File: config.mk
export PLATFORM = sky130hd
export DESIGN_NAME = mesh_south_last_route_candidates
export DESIGN_NICKNAME = d
export VERILOG_FILES = /design/src/hdl/mslrc_pkg.sv /design/src/hdl/mslrc_div_stage.sv /design/src/hdl/mslrc_emitter.sv /design/src/hdl/mesh_south_last_route_candidates.sv
export SDC_FILE = /design/constraint.sdc
export NUM_CORES = 1
export LEC_CHECK = 0
export ABC_AREA = 0
export BUFFER_PORTS_ARGS = -buffer_cell sky130_fd_sc_hd__buf_2
export CORE_MARGIN = 2
export CORE_UTILIZATION = 62
export CTS_CLUSTER_SIZE = 8
export DETAILED_ROUTE_END_ITERATION = 6
export PLACE_DENSITY = 0.8
export SYNTH_ARGS = -nofsm -noshare
export SYNTH_HDL_FRONTEND = slang
export SYNTH_HIERARCHICAL = 1
export SYNTH_SLANG_ARGS = --single-unit
File: constraint.sdc
create_clock -name clk_i -period 6.35 [get_ports clk_i]
set_input_delay 0.635 -clock clk_i [delete_from_list [all_inputs] [get_ports clk_i]]
set_output_delay 0.635 -clock clk_i [all_outputs]
set_load 0.02 [all_outputs]
File: src/hdl/mslrc_pkg.sv
// Shared types and constants for the south-last mesh route candidate unit.
package mslrc_pkg;

  localparam int VcsPerVnet = 4;
  localparam int RouterW    = 8;
  localparam int ColW       = 5;
  localparam int VnetW      = 2;
  localparam int PortW      = 3;
  localparam int ChanW      = 4;
  localparam int CfgIdxW    = 3;
  localparam int CfgDataW   = 8;
  localparam int InDataW    = 16;
  localparam int OutDataW   = 8;
  localparam int DivBits    = 2;
  localparam int DivStages  = RouterW / DivBits;
  localparam int VcCntW     = (VcsPerVnet > 1) ? $clog2(VcsPerVnet) : 1;

  typedef enum logic [CfgIdxW-1:0] {
    CfgOwnId   = 3'd0,
    CfgColumns = 3'd1,
    CfgEast    = 3'd2,
    CfgWest    = 3'd3,
    CfgNorth   = 3'd4,
    CfgSouth   = 3'd5
  } cfg_idx_e;

  // partial remainder and the dividend/quotient shift word
  typedef struct packed {
    logic [ColW-1:0]    rem;
    logic [RouterW-1:0] w;
  } div_t;

  typedef struct packed {
    div_t             dest;
    div_t             own;
    logic [VnetW-1:0] vnet;
    logic             north;
    logic             local_dst;
  } pipe_t;

  typedef struct packed {
    logic [PortW-1:0] port0;
    logic [PortW-1:0] port1;
    logic             two;
    logic [ChanW-1:0] base_chan;
    logic             local_dst;
  } dec_t;

endpackage

File: src/hdl/mslrc_div_stage.sv
// One registered stage of the coordinate divider, DivBits quotient bits per stage.
module mslrc_div_stage import mslrc_pkg::*; (
  input  logic            clk_i,
  input  logic            rst_ni,
  input  logic [ColW-1:0] cols_i,
  input  logic            valid_i,
  output logic            ready_o,
  input  pipe_t           data_i,
  output logic            valid_o,
  input  logic            ready_i,
  output pipe_t           data_o
);

  logic  valid_q;
  pipe_t data_q;
  pipe_t data_d;

  function automatic div_t div_step(div_t a, logic [ColW-1:0] d);
    logic [ColW:0] r;
    logic          qb;
    div_t          o;
    r  = {a.rem, a.w[RouterW-1]};
    qb = (r >= {1'b0, d});
    o.rem = qb ? ColW'(r - {1'b0, d}) : r[ColW-1:0];
    o.w   = {a.w[RouterW-2:0], qb};
    return o;
  endfunction

  always_comb begin
    data_d = data_i;
    for (int s = 0; s < DivBits; s++) begin
      data_d.dest = div_step(data_d.dest, cols_i);
      data_d.own  = div_step(data_d.own, cols_i);
    end
  end

  assign ready_o = !valid_q || ready_i;
  assign valid_o = valid_q;
  assign data_o  = data_q;

  always_ff @(posedge clk_i or negedge rst_ni) begin
    if (!rst_ni) begin
      valid_q <= 1'b0;
    end else if (ready_o) begin
      valid_q <= valid_i;
    end
  end

  always_ff @(posedge clk_i) begin
    if (ready_o && valid_i) begin
      data_q <= data_d;
    end
  end

endmodule

File: src/hdl/mslrc_emitter.sv
// Candidate sequencer: expands one routing decision into per-channel results.
module mslrc_emitter import mslrc_pkg::*; (
  input  logic             clk_i,
  input  logic             rst_ni,
  input  logic             dec_valid_i,
  output logic             dec_ready_o,
  input  dec_t             dec_i,
  output logic             out_valid_o,
  input  logic             out_ready_i,
  output logic [PortW-1:0] out_port_o,
  output logic [ChanW-1:0] out_chan_o,
  output logic             out_local_o,
  output logic             out_last_o
);

  logic              em_v_q;
  dec_t              em_q;
  logic              sel_q, sel_d;
  logic [VcCntW-1:0] j_q, j_d;
  logic              out_v_q;
  logic [PortW-1:0]  port_q;
  logic [ChanW-1:0]  chan_q;
  logic              local_q, last_q;
  logic              out_free, emit, j_end, cur_last, em_take;

  assign out_free = !out_v_q || out_ready_i;
  assign emit     = em_v_q && out_free;
  assign j_end    = (j_q == VcCntW'(VcsPerVnet - 1));
  assign cur_last = em_q.local_dst || (j_end && (sel_q || !em_q.two));
  assign em_take  = !em_v_q || (emit && cur_last);
  assign dec_ready_o = em_take;

  always_comb begin
    sel_d = sel_q;
    j_d   = j_q;
    if (em_take) begin
      sel_d = 1'b0;
      j_d   = '0;
    end else if (emit) begin
      if (j_end) begin
        sel_d = 1'b1;
        j_d   = '0;
      end else begin
        j_d = j_q + VcCntW'(1);
      end
    end
  end

  always_ff @(posedge clk_i or negedge rst_ni) begin
    if (!rst_ni) begin
      em_v_q  <= 1'b0;
      out_v_q <= 1'b0;
      sel_q   <= 1'b0;
      j_q     <= '0;
    end else begin
      if (em_take) begin
        em_v_q <= dec_valid_i;
      end
      if (out_free) begin
        out_v_q <= emit;
      end
      sel_q <= sel_d;
      j_q   <= j_d;
    end
  end

  always_ff @(posedge clk_i) begin
    if (em_take && dec_valid_i) begin
      em_q <= dec_i;
    end
    if (emit) begin
      port_q  <= sel_q ? em_q.port1 : em_q.port0;
      chan_q  <= em_q.base_chan + ChanW'(j_q);
      local_q <= em_q.local_dst;
      last_q  <= cur_last;
    end
  end

  assign out_valid_o = out_v_q;
  assign out_port_o  = port_q;
  assign out_chan_o  = chan_q;
  assign out_local_o = local_q;
  assign out_last_o  = last_q;

`ifndef SYNTHESIS
  a_sel_needs_two: assert property (@(posedge clk_i) disable iff (!rst_ni)
    em_v_q && sel_q |-> em_q.two && !em_q.local_dst)
    else $error("second port selected for a single-port decision");

  a_hold_unfinished: assert property (@(posedge clk_i) disable iff (!rst_ni)
    em_v_q && !(emit && cur_last) |=> em_v_q && $stable(em_q))
    else $error("decision dropped before its last candidate");

  a_local_single: assert property (@(posedge clk_i) disable iff (!rst_ni)
    out_v_q && local_q |-> last_q && port_q == '0 && chan_q == '0)
    else $error("local result is not a single zeroed last result");

  a_counter_idle: assert property (@(posedge clk_i) disable iff (!rst_ni)
    !em_v_q |-> j_q == '0 && !sel_q)
    else $error("candidate counter not cleared while idle");
`endif

endmodule

File: src/hdl/mesh_south_last_route_candidates.sv
// Top level: south-last turn model route candidate unit for a 2D mesh router.
// Pipeline: 7 register stages: 4 divider stages, decision stage, sequencer and
// output register.
// Output: VcsPerVnet results per chosen port, one result for a local destination;
// the output sequencer takes a new decision only as the last result is sent.
// Reset (async, active low) clears all valid bits and loads the register defaults.
module mesh_south_last_route_candidates import mslrc_pkg::*; (
  input  logic                clk_i,
  input  logic                rst_ni,
  input  logic                cfg_valid_i,
  output logic                cfg_ready_o,
  input  logic [CfgIdxW-1:0]  cfg_index_i,
  input  logic [CfgDataW-1:0] cfg_data_i,
  input  logic                s_axis_tvalid_i,
  output logic                s_axis_tready_o,
  input  logic [InDataW-1:0]  s_axis_tdata_i,  // [7:0] destination id, [9:8] virtual_net
  input  logic                s_axis_tuser_i,  // [0] from_north
  output logic                m_axis_tvalid_o,
  input  logic                m_axis_tready_i,
  output logic [OutDataW-1:0] m_axis_tdata_o,  // [2:0] out_port, [6:3] out_channel
  output logic                m_axis_tuser_o,  // [0] is_local
  output logic                m_axis_tlast_o   // last_candidate
);

  logic [RouterW-1:0] own_id_q;
  logic [ColW-1:0]    cols_q;
  logic [PortW-1:0]   east_q, west_q, north_q, south_q;
  logic [ColW-1:0]    cols_eff;

  assign cfg_ready_o = 1'b1;
  assign cols_eff    = (cols_q == '0) ? ColW'(1) : cols_q;

  always_ff @(posedge clk_i or negedge rst_ni) begin
    if (!rst_ni) begin
      own_id_q <= '0;
      cols_q   <= ColW'(4);
      east_q   <= PortW'(1);
      west_q   <= PortW'(2);
      north_q  <= PortW'(3);
      south_q  <= PortW'(4);
    end else if (cfg_valid_i) begin
      unique case (cfg_index_i)
        CfgOwnId:   own_id_q <= cfg_data_i;
        CfgColumns: cols_q   <= cfg_data_i[ColW-1:0];
        CfgEast:    east_q   <= cfg_data_i[PortW-1:0];
        CfgWest:    west_q   <= cfg_data_i[PortW-1:0];
        CfgNorth:   north_q  <= cfg_data_i[PortW-1:0];
        CfgSouth:   south_q  <= cfg_data_i[PortW-1:0];
        default: ;
      endcase
    end
  end

  // divider pipeline: x = id mod cols, y = id div cols for both ids
  pipe_t st_data [DivStages+1];
  logic  st_valid [DivStages+1];
  logic  st_ready [DivStages+1];

  always_comb begin
    st_data[0].dest.rem  = '0;
    st_data[0].dest.w    = s_axis_tdata_i[RouterW-1:0];
    st_data[0].own.rem   = '0;
    st_data[0].own.w     = own_id_q;
    st_data[0].vnet      = s_axis_tdata_i[RouterW+VnetW-1:RouterW];
    st_data[0].north     = s_axis_tuser_i;
    st_data[0].local_dst = (s_axis_tdata_i[RouterW-1:0] == own_id_q);
  end
  assign st_valid[0]     = s_axis_tvalid_i;
  assign s_axis_tready_o = st_ready[0];

  for (genvar k = 0; k < DivStages; k++) begin : g_div
    mslrc_div_stage u_stage (
      .clk_i   (clk_i),
      .rst_ni  (rst_ni),
      .cols_i  (cols_eff),
      .valid_i (st_valid[k]),
      .ready_o (st_ready[k]),
      .data_i  (st_data[k]),
      .valid_o (st_valid[k+1]),
      .ready_i (st_ready[k+1]),
      .data_o  (st_data[k+1])
    );
  end

  // decision stage
  pipe_t p;
  logic  dec_v_q;
  dec_t  dec_q, dec_d;
  logic  em_ready;
  logic  x_left, y_left, y_up;

  assign p      = st_data[DivStages];
  assign x_left = (p.dest.rem != p.own.rem);
  assign y_left = (p.dest.w != p.own.w);
  assign y_up   = (p.dest.w > p.own.w);

  always_comb begin
    dec_d.port0     = south_q;
    dec_d.port1     = north_q;
    dec_d.two       = 1'b0;
    dec_d.base_chan = ChanW'(p.vnet * VcsPerVnet);
    dec_d.local_dst = p.local_dst;
    if (p.local_dst) begin
      dec_d.port0     = '0;
      dec_d.base_chan = '0;
    end else if (!p.north) begin
      if (x_left) begin
        dec_d.port0 = (p.dest.rem > p.own.rem) ? east_q : west_q;
        dec_d.two   = y_left && y_up;
      end else begin
        dec_d.port0 = y_up ? north_q : south_q;
      end
    end
  end

  assign st_ready[DivStages] = !dec_v_q || em_ready;

  always_ff @(posedge clk_i or negedge rst_ni) begin
    if (!rst_ni) begin
      dec_v_q <= 1'b0;
    end else if (st_ready[DivStages]) begin
      dec_v_q <= st_valid[DivStages];
    end
  end

  always_ff @(posedge clk_i) begin
    if (st_ready[DivStages] && st_valid[DivStages]) begin
      dec_q <= dec_d;
    end
  end

  logic [PortW-1:0] out_port;
  logic [ChanW-1:0] out_chan;

  mslrc_emitter u_emitter (
    .clk_i       (clk_i),
    .rst_ni      (rst_ni),
    .dec_valid_i (dec_v_q),
    .dec_ready_o (em_ready),
    .dec_i       (dec_q),
    .out_valid_o (m_axis_tvalid_o),
    .out_ready_i (m_axis_tready_i),
    .out_port_o  (out_port),
    .out_chan_o  (out_chan),
    .out_local_o (m_axis_tuser_o),
    .out_last_o  (m_axis_tlast_o)
  );

  assign m_axis_tdata_o = {{(OutDataW-PortW-ChanW){1'b0}}, out_chan, out_port};

endmodule
* Word-level counts from Yosys, hierarchy flattened *
Index checks and enable logic that the tools add are counted.

word-level totals
  memories = 0
  flip-flop bits (word level) = 188
  latch bits = 0
  output and inout port bits = 13
  input port bits = 33
  word-level logic and storage cells = 171
  ROM bits = 0
  memory bits (writable) = 0

cells by class
  muxes and demuxes = 28
  div/mod/pow operators = 0
  reduce and logical (&&, ||, !) cells = 39
  magnitude comparators = 18
  eq/ne operators = 9
  bitwise logic cells = 1
  add/subtract/negate cells = 18
  multiply operators = 0
  shift operators = 0

operator list
  cell                                                              count
  5-bit two-way mux                                                 17
  6-bit by 5-bit >= comparator with 1-bit output                    14
  5-bit subtractor                                                  14
  3-bit two-way mux                                                 5
  2-bit AND reduction                                               7
  1-bit by 5-bit >= comparator with 1-bit output                    2
  1-bit logical AND                                                 10
  1-bit by 5-bit subtractor with 5-bit output                       2
  1-bit logical OR                                                  9
  8-bit == test                                                     1
  8-bit > comparator                                                1
  1-bit logical NOT                                                 8
  8-bit inequality test                                             1
  3-bit by 2-bit == test with 1-bit output (second input constant)  2
  3-bit == test (second input constant)                             2
  2-bit two-way mux                                                 3
  5-bit > comparator                                                1
  5-bit logical NOT                                                 1
  5-bit inequality test                                             1
  4-bit by 2-bit adder with 4-bit output                            1
  2-bit nonzero test                                                2
  3-bit by 1-bit == test with 1-bit output (second input constant)  1
  3-bit logical NOT                                                 1
  1-bit two-way mux                                                 3
  other kinds (4)                                                   4

* Longest topological paths before layout *
Gate-level depths: netlist (run 1).

  word-level depth = 12
  depth in mapped cells = 16

* Modules after synthesis *
Netlist (run 1), hierarchy kept.

modules (own cells, without submodules)
  module                                  area an instance (sq um)  instances  seq. area each (sq um)  cells each
  mslrc_div_stage (g_div[1].u_stage ...)  1901.8                    2          925.9                   150
  mesh_south_last_route_candidates        1971.9                    1          958.4                   170
  mslrc_div_stage (g_div[2].u_stage)      1910.6                    1          925.9                   150
  mslrc_div_stage (g_div[0].u_stage)      1899.3                    1          925.9                   150
  mslrc_emitter                           1026.0                    1          755.7                   62

* Least setup slack after synthesis (run 1) *
OpenSTA, ideal clock, no wires.

  path kind = register to register
  from = register cols_q[1]
  to = register g_div[0].u_stage.data_q, in the netlist g_div[0].u_stage/data_o[26] (data pin)
  data arrival time = 5.084 ns
  stages on the path, launching flop included = 15
  slack = 1.004 ns
  path buffers = 0
  path through = dfrtp_1 > o41ai_1 > ha_1 > inv_1 > fa_1 > a21oi_1 > nor2_1 > nor2_2 > mux2_2 > ha_1 > and3_1 > a31oi_1 > o21ai_1 > nor3b_4 > mux2_1

RTL lines
  what                    line                                    source
  start, declared         mesh_south_last_route_candidates.sv:26  logic [ColW-1:0] cols_q;
  start signal, assigned  mesh_south_last_route_candidates.sv:36  cols_q <= ColW'(4);
  start signal, assigned  mesh_south_last_route_candidates.sv:44  CfgColumns: cols_q <= cfg_data_i[ColW-1:0];
  end signal, assigned    mslrc_div_stage.sv:51                   data_q <= data_d;
  end, declared           mslrc_div_stage.sv:15                   pipe_t data_q;

==> report_table.html, run 1 <==
<table>
<tr><th>Metric</th><th>Value</th></tr>
<tr><th colspan="2">Global routing</th></tr>
<tr><td>Remaining Overflow, GRT</td><td>0</td></tr>
<tr><td>Via count of the first global-routing pass</td><td>6,494</td></tr>
<tr><td>Number of antenna violations at the first check in global routing</td><td>0</td></tr>
<tr><td>GR Util All Layers</td><td>22.6%</td></tr>
<tr><td>Maximum number of pins on one net before global-route repair</td><td>36</td></tr>
<tr><td>Wire length of the first global-routing pass</td><td>31,700 um</td></tr>
<tr><th colspan="2">Floorplanning</th></tr>
<tr><td>Top-level I/O count</td><td>46</td></tr>
<tr><td>Total Die Area</td><td>0.0182 sq mm</td></tr>
<tr><td>Standard-cell rows</td><td>47</td></tr>
<tr><td>Initial Utilization</td><td>63.8%</td></tr>
<tr><td>DIE WIDTH</td><td>135 um</td></tr>
<tr><td>Area inside the core boundary</td><td>0.0166 sq mm</td></tr>
<tr><td>Die outline height</td><td>135 um</td></tr>
<tr><th colspan="2">Power and ir drop</th></tr>
<tr><td>Switching Share</td><td>37.3%</td></tr>
<tr><td>Internal Pwr Total</td><td>4.07 mW</td></tr>
<tr><td>Reported leakage power</td><td>4.80 nW</td></tr>
<tr><td>PD cells</td><td>554 mW/mm^2</td></tr>
<tr><td>Share of power burned in combinational logic</td><td>54.2%</td></tr>
<tr><td>Net switching power</td><td>2.43 mW</td></tr>
<tr><td>Worst ir drop on vdd</td><td>0.338 mV</td></tr>
<tr><td>Fraction of power consumed by sequential logic</td><td>30.2%</td></tr>
<tr><td>Sum of internal, switching and leakage power</td><td>6.50 mW</td></tr>
<tr><td>Clock share of power</td><td>15.7%</td></tr>
<tr><th colspan="2">Clock network</th></tr>
<tr><td>Reg clk slew, reported paths</td><td>0.07 ns</td></tr>
<tr><td>Max clock buf depth</td><td>2</td></tr>
<tr><td>Number of buffers inserted by post-CTS setup repair</td><td>0</td></tr>
<tr><td>Hold buffer count at CTS</td><td>0</td></tr>
<tr><td>Worst-Skew Late Latency</td><td>0.44 ns</td></tr>
<tr><td>TritonCTS Buffers</td><td>17</td></tr>
<tr><td>Post-CTS sizing</td><td>0</td></tr>
<tr><td>Count of H-tree levels built during CTS</td><td>4</td></tr>
<tr><td>CTS tree</td><td>done</td></tr>
<tr><td>CTS Sinks</td><td>186</td></tr>
<tr><td>Master cell of the clock root buffer</td><td>clkbuf_16</td></tr>
<tr><th colspan="2">Setup path</th></tr>
<tr><td>Ordered cell list for the critical path</td><td>o41ai_2 &gt; buf_4 &gt; ha_1 &gt; inv_1 &gt; fa_1 &gt; a21oi_1 &gt; nor2_1 &gt; nor2_2 &gt; mux2_2 &gt; ha_1 &gt; a21oi_1 &gt; nor2b_1 &gt; o21ai_0 &gt; nor3b_4 &gt; mux2_1</td></tr>
<tr><td>Largest stage delay on the critical path</td><td>0.47 ns</td></tr>
<tr><td>Largest delay share family, worst path</td><td>compound AO/OA/AOI/OAI gates</td></tr>
<tr><td>Worst setup path startpoint</td><td>cols_q[1]</td></tr>
<tr><td>Stages on worst setup path</td><td>15</td></tr>
<tr><td>Kind of start point of the critical path</td><td>register</td></tr>
<tr><td>Kind of end point of the critical path</td><td>register</td></tr>
<tr><td>Arrival time at the worst endpoint</td><td>4.87 ns</td></tr>
<tr><td>Largest fanout on the critical path</td><td>16</td></tr>
<tr><td>Reg2Reg Depth</td><td>15</td></tr>
<tr><td>Worst endpoint required time</td><td>6.53 ns</td></tr>
<tr><td>Cell at the slowest stage of the critical path</td><td>dfrtp_1</td></tr>
<tr><td>Worst setup path category</td><td>reg2reg</td></tr>
<tr><td>Total buffers and inverters traversed by the critical path</td><td>2</td></tr>
<tr><td>Beginning of the worst register-to-register path</td><td>cols_q[1]</td></tr>
<tr><th colspan="2">Synthesis</th></tr>
<tr><td>Netlist Area Pre-Place</td><td>0.0106 sq mm</td></tr>
<tr><td>Number of flops mapped to enable cells by yosys</td><td>151</td></tr>
<tr><td>Post-synth top area cell</td><td>edfxtp_1</td></tr>
<tr><td>Share of the synthesized area in the top cell type</td><td>42.7%</td></tr>
<tr><td>Register area share after synthesis</td><td>51.1%</td></tr>
<tr><td>Avg Cell Area, Syn</td><td>12.8 sq um</td></tr>
<tr><td>Cell count after synthesis</td><td>832</td></tr>
<tr><td>Fraction of registers with async set/reset</td><td>18.8%</td></tr>
<tr><td>Top flip-flop cell by instance count after synthesis</td><td>edfxtp_1</td></tr>
<tr><td>Most common cell in the netlist</td><td>edfxtp_1</td></tr>
<tr><td>Top cells by instance count after synthesis</td><td>edfxtp_1, ha_1, inv_1</td></tr>
<tr><td>Number of synthesized register bits</td><td>186</td></tr>
<tr><td>Ranking of synthesized cells by area</td><td>edfxtp_1, ha_1, dfrtp_1</td></tr>
<tr><td>Count of warnings emitted by yosys</td><td>6</td></tr>
<tr><td>Netlist cell types</td><td>61</td></tr>
<tr><th colspan="2">STA</th></tr>
<tr><td>Top achievable clock speed</td><td>213 MHz</td></tr>
<tr><td>Number of pins exceeding their max-slew limit in the final report</td><td>0</td></tr>
<tr><td>Total count of hold-check failures in the final report</td><td>0</td></tr>
<tr><td>Clock Skew</td><td>0.0141 ns</td></tr>
<tr><td># setup viols final</td><td>0</td></tr>
<tr><td>Final Worst Setup Slack</td><td>1.66 ns</td></tr>
<tr><td>Transition time of the tightest slew-check pin</td><td>1.08 ns</td></tr>
<tr><td>Total negative setup slack</td><td>0 ns</td></tr>
<tr><td>Final Cycle Share</td><td>73.9%</td></tr>
<tr><td>Setup repair after global routing missed its margin</td><td>no</td></tr>
<tr><td>Slew HR</td><td>28.0%</td></tr>
<tr><td>Time the worst path needs with I/O delays and setup</td><td>4.69 ns</td></tr>
<tr><th colspan="2">Layout</th></tr>
<tr><td>Antenna Cells</td><td>0</td></tr>
<tr><td>Finished layout cell area</td><td>0.0117 sq mm</td></tr>
<tr><td>Total Nets Final</td><td>1,053</td></tr>
<tr><td>Count of filler cells inserted in the layout</td><td>1,132</td></tr>
<tr><td>Area delta synth-&gt;final</td><td>10.6%</td></tr>
<tr><td>Footprint of the multi-input gates</td><td>0.00493 sq mm</td></tr>
<tr><td>Ratio of cells with drive above 1 in the final layout</td><td>18.4%</td></tr>
<tr><td>Area of all sequential standard cells</td><td>0.00542 sq mm</td></tr>
<tr><th colspan="2">Detailed routing</th></tr>
<tr><td>Total Wirelength</td><td>19,000 um</td></tr>
<tr><td>DR DRC count</td><td>0</td></tr>
<tr><td>Ratio of routed vias to standard cells</td><td>5.64</td></tr>
<tr><td>Antenna viol nets, final</td><td>0</td></tr>
<tr><td>Number of vias in the routed layout</td><td>6,435</td></tr>
<tr><td>Routed length per instance</td><td>16.7 um</td></tr>
<tr><td>Length of the first detailed-routing pass in iterations</td><td>5</td></tr>
<tr><td>Iter 0 DRT Violations</td><td>433</td></tr>
<tr><th colspan="2">Min path</th></tr>
<tr><td>Worst Hold Class</td><td>in2async</td></tr>
<tr><th colspan="2">Placement</th></tr>
<tr><td>Place WS</td><td>1.66 ns</td></tr>
<tr><td>Half-perimeter wire length of the detailed placement result</td><td>14,000 um</td></tr>
<tr><td>PortBufs</td><td>37</td></tr>
<tr><td>Routability cong.</td><td>0.840</td></tr>
<tr><td>Placed instance area</td><td>0.0112 sq mm</td></tr>
<tr><th colspan="2">Outcome</th></tr>
<tr><td>Run status</td><td>complete, no violations</td></tr>
<tr><th colspan="2">Job</th></tr>
<tr><td>Max-capacitance violation count</td><td>0</td></tr>
</table>
## path summary, 6_finish.rpt
path                                                     to  slack (ns)
worst max-delay path            g_div[2].u_stage/data_o[28]        1.66
worst min-delay path                       u_emitter/j_q[0]        0.31
worst max register to register  g_div[2].u_stage/data_o[28]        1.66
worst min register to register   g_div[2].u_stage/data_o[3]        0.42
max in group asynchronous                       own_id_q[1]        5.47
min in group clk_i               g_div[0].u_stage/data_o[1]        0.37
## area by class of cell
class                      count  share of cell area [%]
multi-input combinational    576                    42.0
tap                          220                    2.35
clock inverter                13                    1.18
clock buffer                  19                    3.69
timing repair buffer          42                    1.90
inverter                      84                    2.69
sequential                   186                    46.2
## through the flow
stage / utilization, % / hold slack, ns / std cells
3_5_place_dp: 67.1 / 0.405 / 1108
5_1_grt: 70.5 / 0.348 / 1140
3_3_place_gp: 67.1 / 0.401 / 1108
4_1_cts: 70.5 / 0.332 / 1140
2_1_floorplan: - / 0.339 / 854
6_report: 70.5 / 0.310 / 1140
## power groups by stage
stage	logic, mW	clock network (mW)	registers [mW]
final	3.52	1.02	1.96
after global routing	3.94	1.09	1.99
after global placement	3.37	0	1.97
after floorplan	2.84	0	1.93
after detailed placement	3.47	0	1.99
after CTS	3.51	1.04	1.96
## state kept, by name, summed over array words and instances (netlist names), 2 cells and up
name and flops:
dec_q 10, u_emitter/j_q 2, g_div.u_stage/valid_o 4, u_emitter/out_port_o 3
g_div.u_stage/data_o 120, u_emitter/out_chan_o 4, south_q 3, west_q 3
north_q 3, east_q 3, cols_q 5, u_emitter/em_q 12
own_id_q 8
## cell families after synthesis
group / Yosys count / share of synthesized area [%]
buffers and inverters: 92 / 3.34
adder cells (fa/ha/maj): 113 / 14.5
flip-flops: 186 / 51.1
XOR/XNOR: 47 / 3.88
AO/OA/AOI/OAI: 154 / 9.73
AND/OR/NAND/NOR: 151 / 8.31
multiplexers: 87 / 9.09
other: 2 / 0.0708
## metal layers
layer / vias to the layer above / track usage, % / share of wire (%)
met5: - / 0 / 0
met4: 0 / 6.61 / 1.3
met3: 22 / 5.18 / 3.9
met2: 127 / 38.6 / 50
met1: 3087 / 29.0 / 44
li1: 3199 / - / -
## cell usage in the layout (no fill, tap or decap), drive strengths merged, types with 4 or more instances in the layout
cell type | Yosys | final
or3 | 4 | 4
nor2b | 12 | 12
nor3b | 5 | 5
edfxtp | 151 | 151
a31oi | 8 | 8
and2 | 7 | 7
fa | 17 | 17
dfrtp | 29 | 29
a21o | 18 | 18
a211o | 5 | 5
o211a | 8 | 8
nor3 | 5 | 5
o221ai | 5 | 5
clkbuf | 5 | 19
nand2b | 12 | 12
o21ai | 33 | 33
nand3b | 6 | 6
nand4 | 4 | 4
ha | 96 | 96
and3 | 10 | 10
conb | 2 | 24
dfstp | 6 | 6
a21oi | 59 | 59
nand3 | 22 | 22
mux2 | 75 | 75
inv | 84 | 89
nor2 | 30 | 30
buf | 3 | 42
a211oi | 4 | 4
xor2 | 20 | 20
clkinvlp | 0 | 5
mux2i | 12 | 12
or2 | 4 | 4
nand2 | 25 | 25
xnor2 | 27 | 27
(Power assumes the default switching activity.)
==> run 2: changes to the inputs <==
Settings changed: CORE_UTILIZATION 62 to 56, PLACE_DENSITY 0.8 to 0.76.
Clock period 6.35 ns to 4.15 ns, I/O delays scaled along.
==> run 2 against run 1 <==
Compared with the run above: register-to-register slack got worse by 1.6 ns; clock power rose by 67%; clock skew decreased by 0.00077 ns; core utilization is 1.9 points lower; via count up 4.4%; die area up 10%; sequential cell count stayed put; power increased by 78%; highest routed layer unchanged; worst setup slack worse by 1.6 ns; sequential power increased by 53%; largest power group unchanged.
==> report_table.html, run 2 (synthesis gave the netlist of run 1 again) <==
<table>
<tr><th>Metric</th><th>Value</th></tr>
<tr><th colspan="2">STA</th></tr>
<tr><td>Total negative setup slack</td><td>0 ns</td></tr>
<tr><td>Total count of hold-check failures in the final report</td><td>0</td></tr>
<tr><td>Transition time of the tightest slew-check pin</td><td>1.17 ns</td></tr>
<tr><td># setup viols final</td><td>0</td></tr>
<tr><td>Slew HR</td><td>22.3%</td></tr>
<tr><td>Final Cycle Share</td><td>99.3%</td></tr>
<tr><td>Setup repair after global routing missed its margin</td><td>yes</td></tr>
<tr><td>Time the worst path needs with I/O delays and setup</td><td>4.12 ns</td></tr>
<tr><td>Number of pins exceeding their max-slew limit in the final report</td><td>0</td></tr>
<tr><td>Top achievable clock speed</td><td>243 MHz</td></tr>
<tr><td>Clock Skew</td><td>0.0133 ns</td></tr>
<tr><th colspan="2">Detailed routing</th></tr>
<tr><td>Length of the first detailed-routing pass in iterations</td><td>4</td></tr>
<tr><td>Ratio of routed vias to standard cells</td><td>5.60</td></tr>
<tr><td>Total Wirelength</td><td>20,800 um</td></tr>
<tr><td>Antenna viol nets, final</td><td>0</td></tr>
<tr><td>DR DRC count</td><td>0</td></tr>
<tr><td>Routed length per instance</td><td>17.3 um</td></tr>
<tr><td>Number of vias in the routed layout</td><td>6,718</td></tr>
<tr><td>Iter 0 DRT Violations</td><td>358</td></tr>
<tr><th colspan="2">Min path</th></tr>
<tr><td>Worst Hold Class</td><td>in2async</td></tr>
<tr><th colspan="2">Floorplanning</th></tr>
<tr><td>Area inside the core boundary</td><td>0.0186 sq mm</td></tr>
<tr><td>DIE WIDTH</td><td>142 um</td></tr>
<tr><td>Top-level I/O count</td><td>46</td></tr>
<tr><td>Die outline height</td><td>142 um</td></tr>
<tr><td>Total Die Area</td><td>0.0201 sq mm</td></tr>
<tr><td>Initial Utilization</td><td>56.9%</td></tr>
<tr><td>Standard-cell rows</td><td>50</td></tr>
<tr><th colspan="2">Power and ir drop</th></tr>
<tr><td>PD cells</td><td>904 mW/mm^2</td></tr>
<tr><td>Reported leakage power</td><td>5.18 nW</td></tr>
<tr><td>Worst ir drop on vdd</td><td>0.514 mV</td></tr>
<tr><th colspan="2">Layout</th></tr>
<tr><td>Antenna Cells</td><td>0</td></tr>
<tr><td>Area delta synth-&gt;final</td><td>20.6%</td></tr>
<tr><td>Most frequent standard cell in the layout excluding fill and tap cells</td><td>edfxtp_1</td></tr>
<tr><td>Number of flip-flops under the largest register name</td><td>120</td></tr>
<tr><td>Total Nets Final</td><td>1,098</td></tr>
<tr><td>Ratio of cells with drive above 1 in the final layout</td><td>30.9%</td></tr>
<tr><td>Count of filler cells inserted in the layout</td><td>1,259</td></tr>
<tr><td>Finished layout cell area</td><td>0.0128 sq mm</td></tr>
<tr><td>Leading cell types in the layout, fill and taps excluded</td><td>edfxtp_1, inv_1, ha_1</td></tr>
<tr><td>Final core utilization</td><td>68.6%</td></tr>
<tr><th colspan="2">Placement</th></tr>
<tr><td>Placed instance area</td><td>0.0116 sq mm</td></tr>
<tr><td>PortBufs</td><td>37</td></tr>
<tr><td>Routability cong.</td><td>0.853</td></tr>
<tr><td>Half-perimeter wire length of the detailed placement result</td><td>14,300 um</td></tr>
<tr><th colspan="2">Setup path</th></tr>
<tr><td>Largest fanout on the critical path</td><td>5</td></tr>
<tr><td>Largest delay share family, worst path</td><td>compound AO/OA/AOI/OAI gates</td></tr>
<tr><td>Total buffers and inverters traversed by the critical path</td><td>4</td></tr>
<tr><td>End of the worst register-to-register path</td><td>g_div[1].u_stage/data_o[28]</td></tr>
<tr><td>Kind of start point of the critical path</td><td>register</td></tr>
<tr><td>Ordered cell list for the critical path</td><td>o41ai_4 &gt; buf_4 &gt; clkbuf_16 &gt; ha_4 &gt; inv_2 &gt; fa_2 &gt; a21oi_2 &gt; nor2_2 &gt; nor2_4 &gt; buf_6 &gt; mux2_4 &gt; ha_4 &gt; a21oi_2 &gt; nor2b_1 &gt; o21ai_1 &gt; nor3b_4 &gt; mux2_4</td></tr>
<tr><td>Arrival time at the worst endpoint</td><td>4.31 ns</td></tr>
<tr><td>Cell at the slowest stage of the critical path</td><td>dfrtp_1</td></tr>
<tr><td>Worst setup path category</td><td>reg2reg</td></tr>
<tr><td>Worst reg-to-reg setup slack</td><td>0.03 ns</td></tr>
<tr><td>Reg2Reg Depth</td><td>17</td></tr>
<tr><td>Beginning of the worst register-to-register path</td><td>cols_q[1]</td></tr>
<tr><td>Largest stage delay on the critical path</td><td>0.41 ns</td></tr>
<tr><td>Kind of end point of the critical path</td><td>register</td></tr>
<tr><td>Worst endpoint required time</td><td>4.34 ns</td></tr>
<tr><th colspan="2">Clock network</th></tr>
<tr><td>CTS Sinks</td><td>186</td></tr>
<tr><td>Count of H-tree levels built during CTS</td><td>4</td></tr>
<tr><td>Max clock buf depth</td><td>2</td></tr>
<tr><td>TritonCTS Buffers</td><td>17</td></tr>
<tr><td>CTS tree</td><td>done</td></tr>
<tr><td>Worst-Skew Late Latency</td><td>0.44 ns</td></tr>
<tr><td>Master cell of the clock root buffer</td><td>clkbuf_16</td></tr>
<tr><td>Reg clk slew, reported paths</td><td>0.08 ns</td></tr>
<tr><th colspan="2">Global routing</th></tr>
<tr><td>Wire length of the first global-routing pass</td><td>32,700 um</td></tr>
<tr><td>Via count of the first global-routing pass</td><td>6,760</td></tr>
<tr><td>GR Util All Layers</td><td>20.9%</td></tr>
<tr><td>Number of antenna violations at the first check in global routing</td><td>0</td></tr>
<tr><td>Maximum number of pins on one net before global-route repair</td><td>36</td></tr>
<tr><td>Remaining Overflow, GRT</td><td>0</td></tr>
<tr><th colspan="2">Outcome</th></tr>
<tr><td>Run status</td><td>complete, no violations</td></tr>
<tr><th colspan="2">Job</th></tr>
<tr><td>Max-capacitance violation count</td><td>0</td></tr>
</table>
## run 2: area by class of cell
class,instances,area (sq um),share of cell area (%)
timing repair buffer,87,598,4.67
tap,234,293,2.29
sequential,186,5420,42.3
clock inverter,15,218,1.70
inverter,84,315,2.46
clock buffer,17,425,3.32
multi-input combinational,576,5530,43.2
## run 2: stage by stage
step,total power [mW],setup slack [ns],cells,hold WS (ns)
2_1_floorplan,7.89,-0.0459,854,0.119
3_3_place_gp,8.99,0.0596,1144,0.400
3_5_place_dp,9.16,-0.0382,1144,0.405
4_1_cts,11.0,0.00365,1178,0.103
5_1_grt,12.4,-0.145,1199,0.131
6_report,11.6,0.0309,1199,0.0718
## run 2: worst max-delay path by stage
| stage | endpoint | depth (start not counted) | slack [ns] | startpoint |
|---|---|---|---|---|
| after detailed placement | g_div[2].u_stage/data_o[28] | 14 | -0.04 | cols_q[4] |
| after global routing | g_div[1].u_stage/data_o[26] | 17 | -0.14 | cols_q[1] |
| after CTS | g_div[0].u_stage/data_o[26] | 15 | 0.004 | cols_q[4] |
| final | g_div[1].u_stage/data_o[28] | 17 | 0.03 | cols_q[1] |
| after floorplan | g_div[1].u_stage/data_o[26] | 14 | -0.05 | cols_q[4] |
| after global placement | g_div[0].u_stage/data_o[26] | 15 | 0.06 | cols_q[4] |
## run 2: layer usage
| layer | up-vias | track usage [%] | routed length [um] |
|---|---|---|---|
| met2 | 128 | 36.7 | 10800 |
| met5 | - | 0 | 0 |
| met3 | 26 | 3.71 | 809 |
| met4 | 0 | 6.63 | 359 |
| li1 | 3282 | - | - |
| met1 | 3282 | 26.5 | 8820 |
## run 2: power breakdown
group          switching (mW)  internal (mW)  total, mW
sequential              0.198           2.79       2.99
combinational            3.29           3.60       6.88
clock                   0.850          0.850       1.70
## run 2: what timing repair did
action,in CTS,in global routing
setup buffers,2,20
pin swaps,0,23
gates cloned,0,1
gates resized for setup,5,53
setup endpoints to repair,18,36
hold buffers,0,0
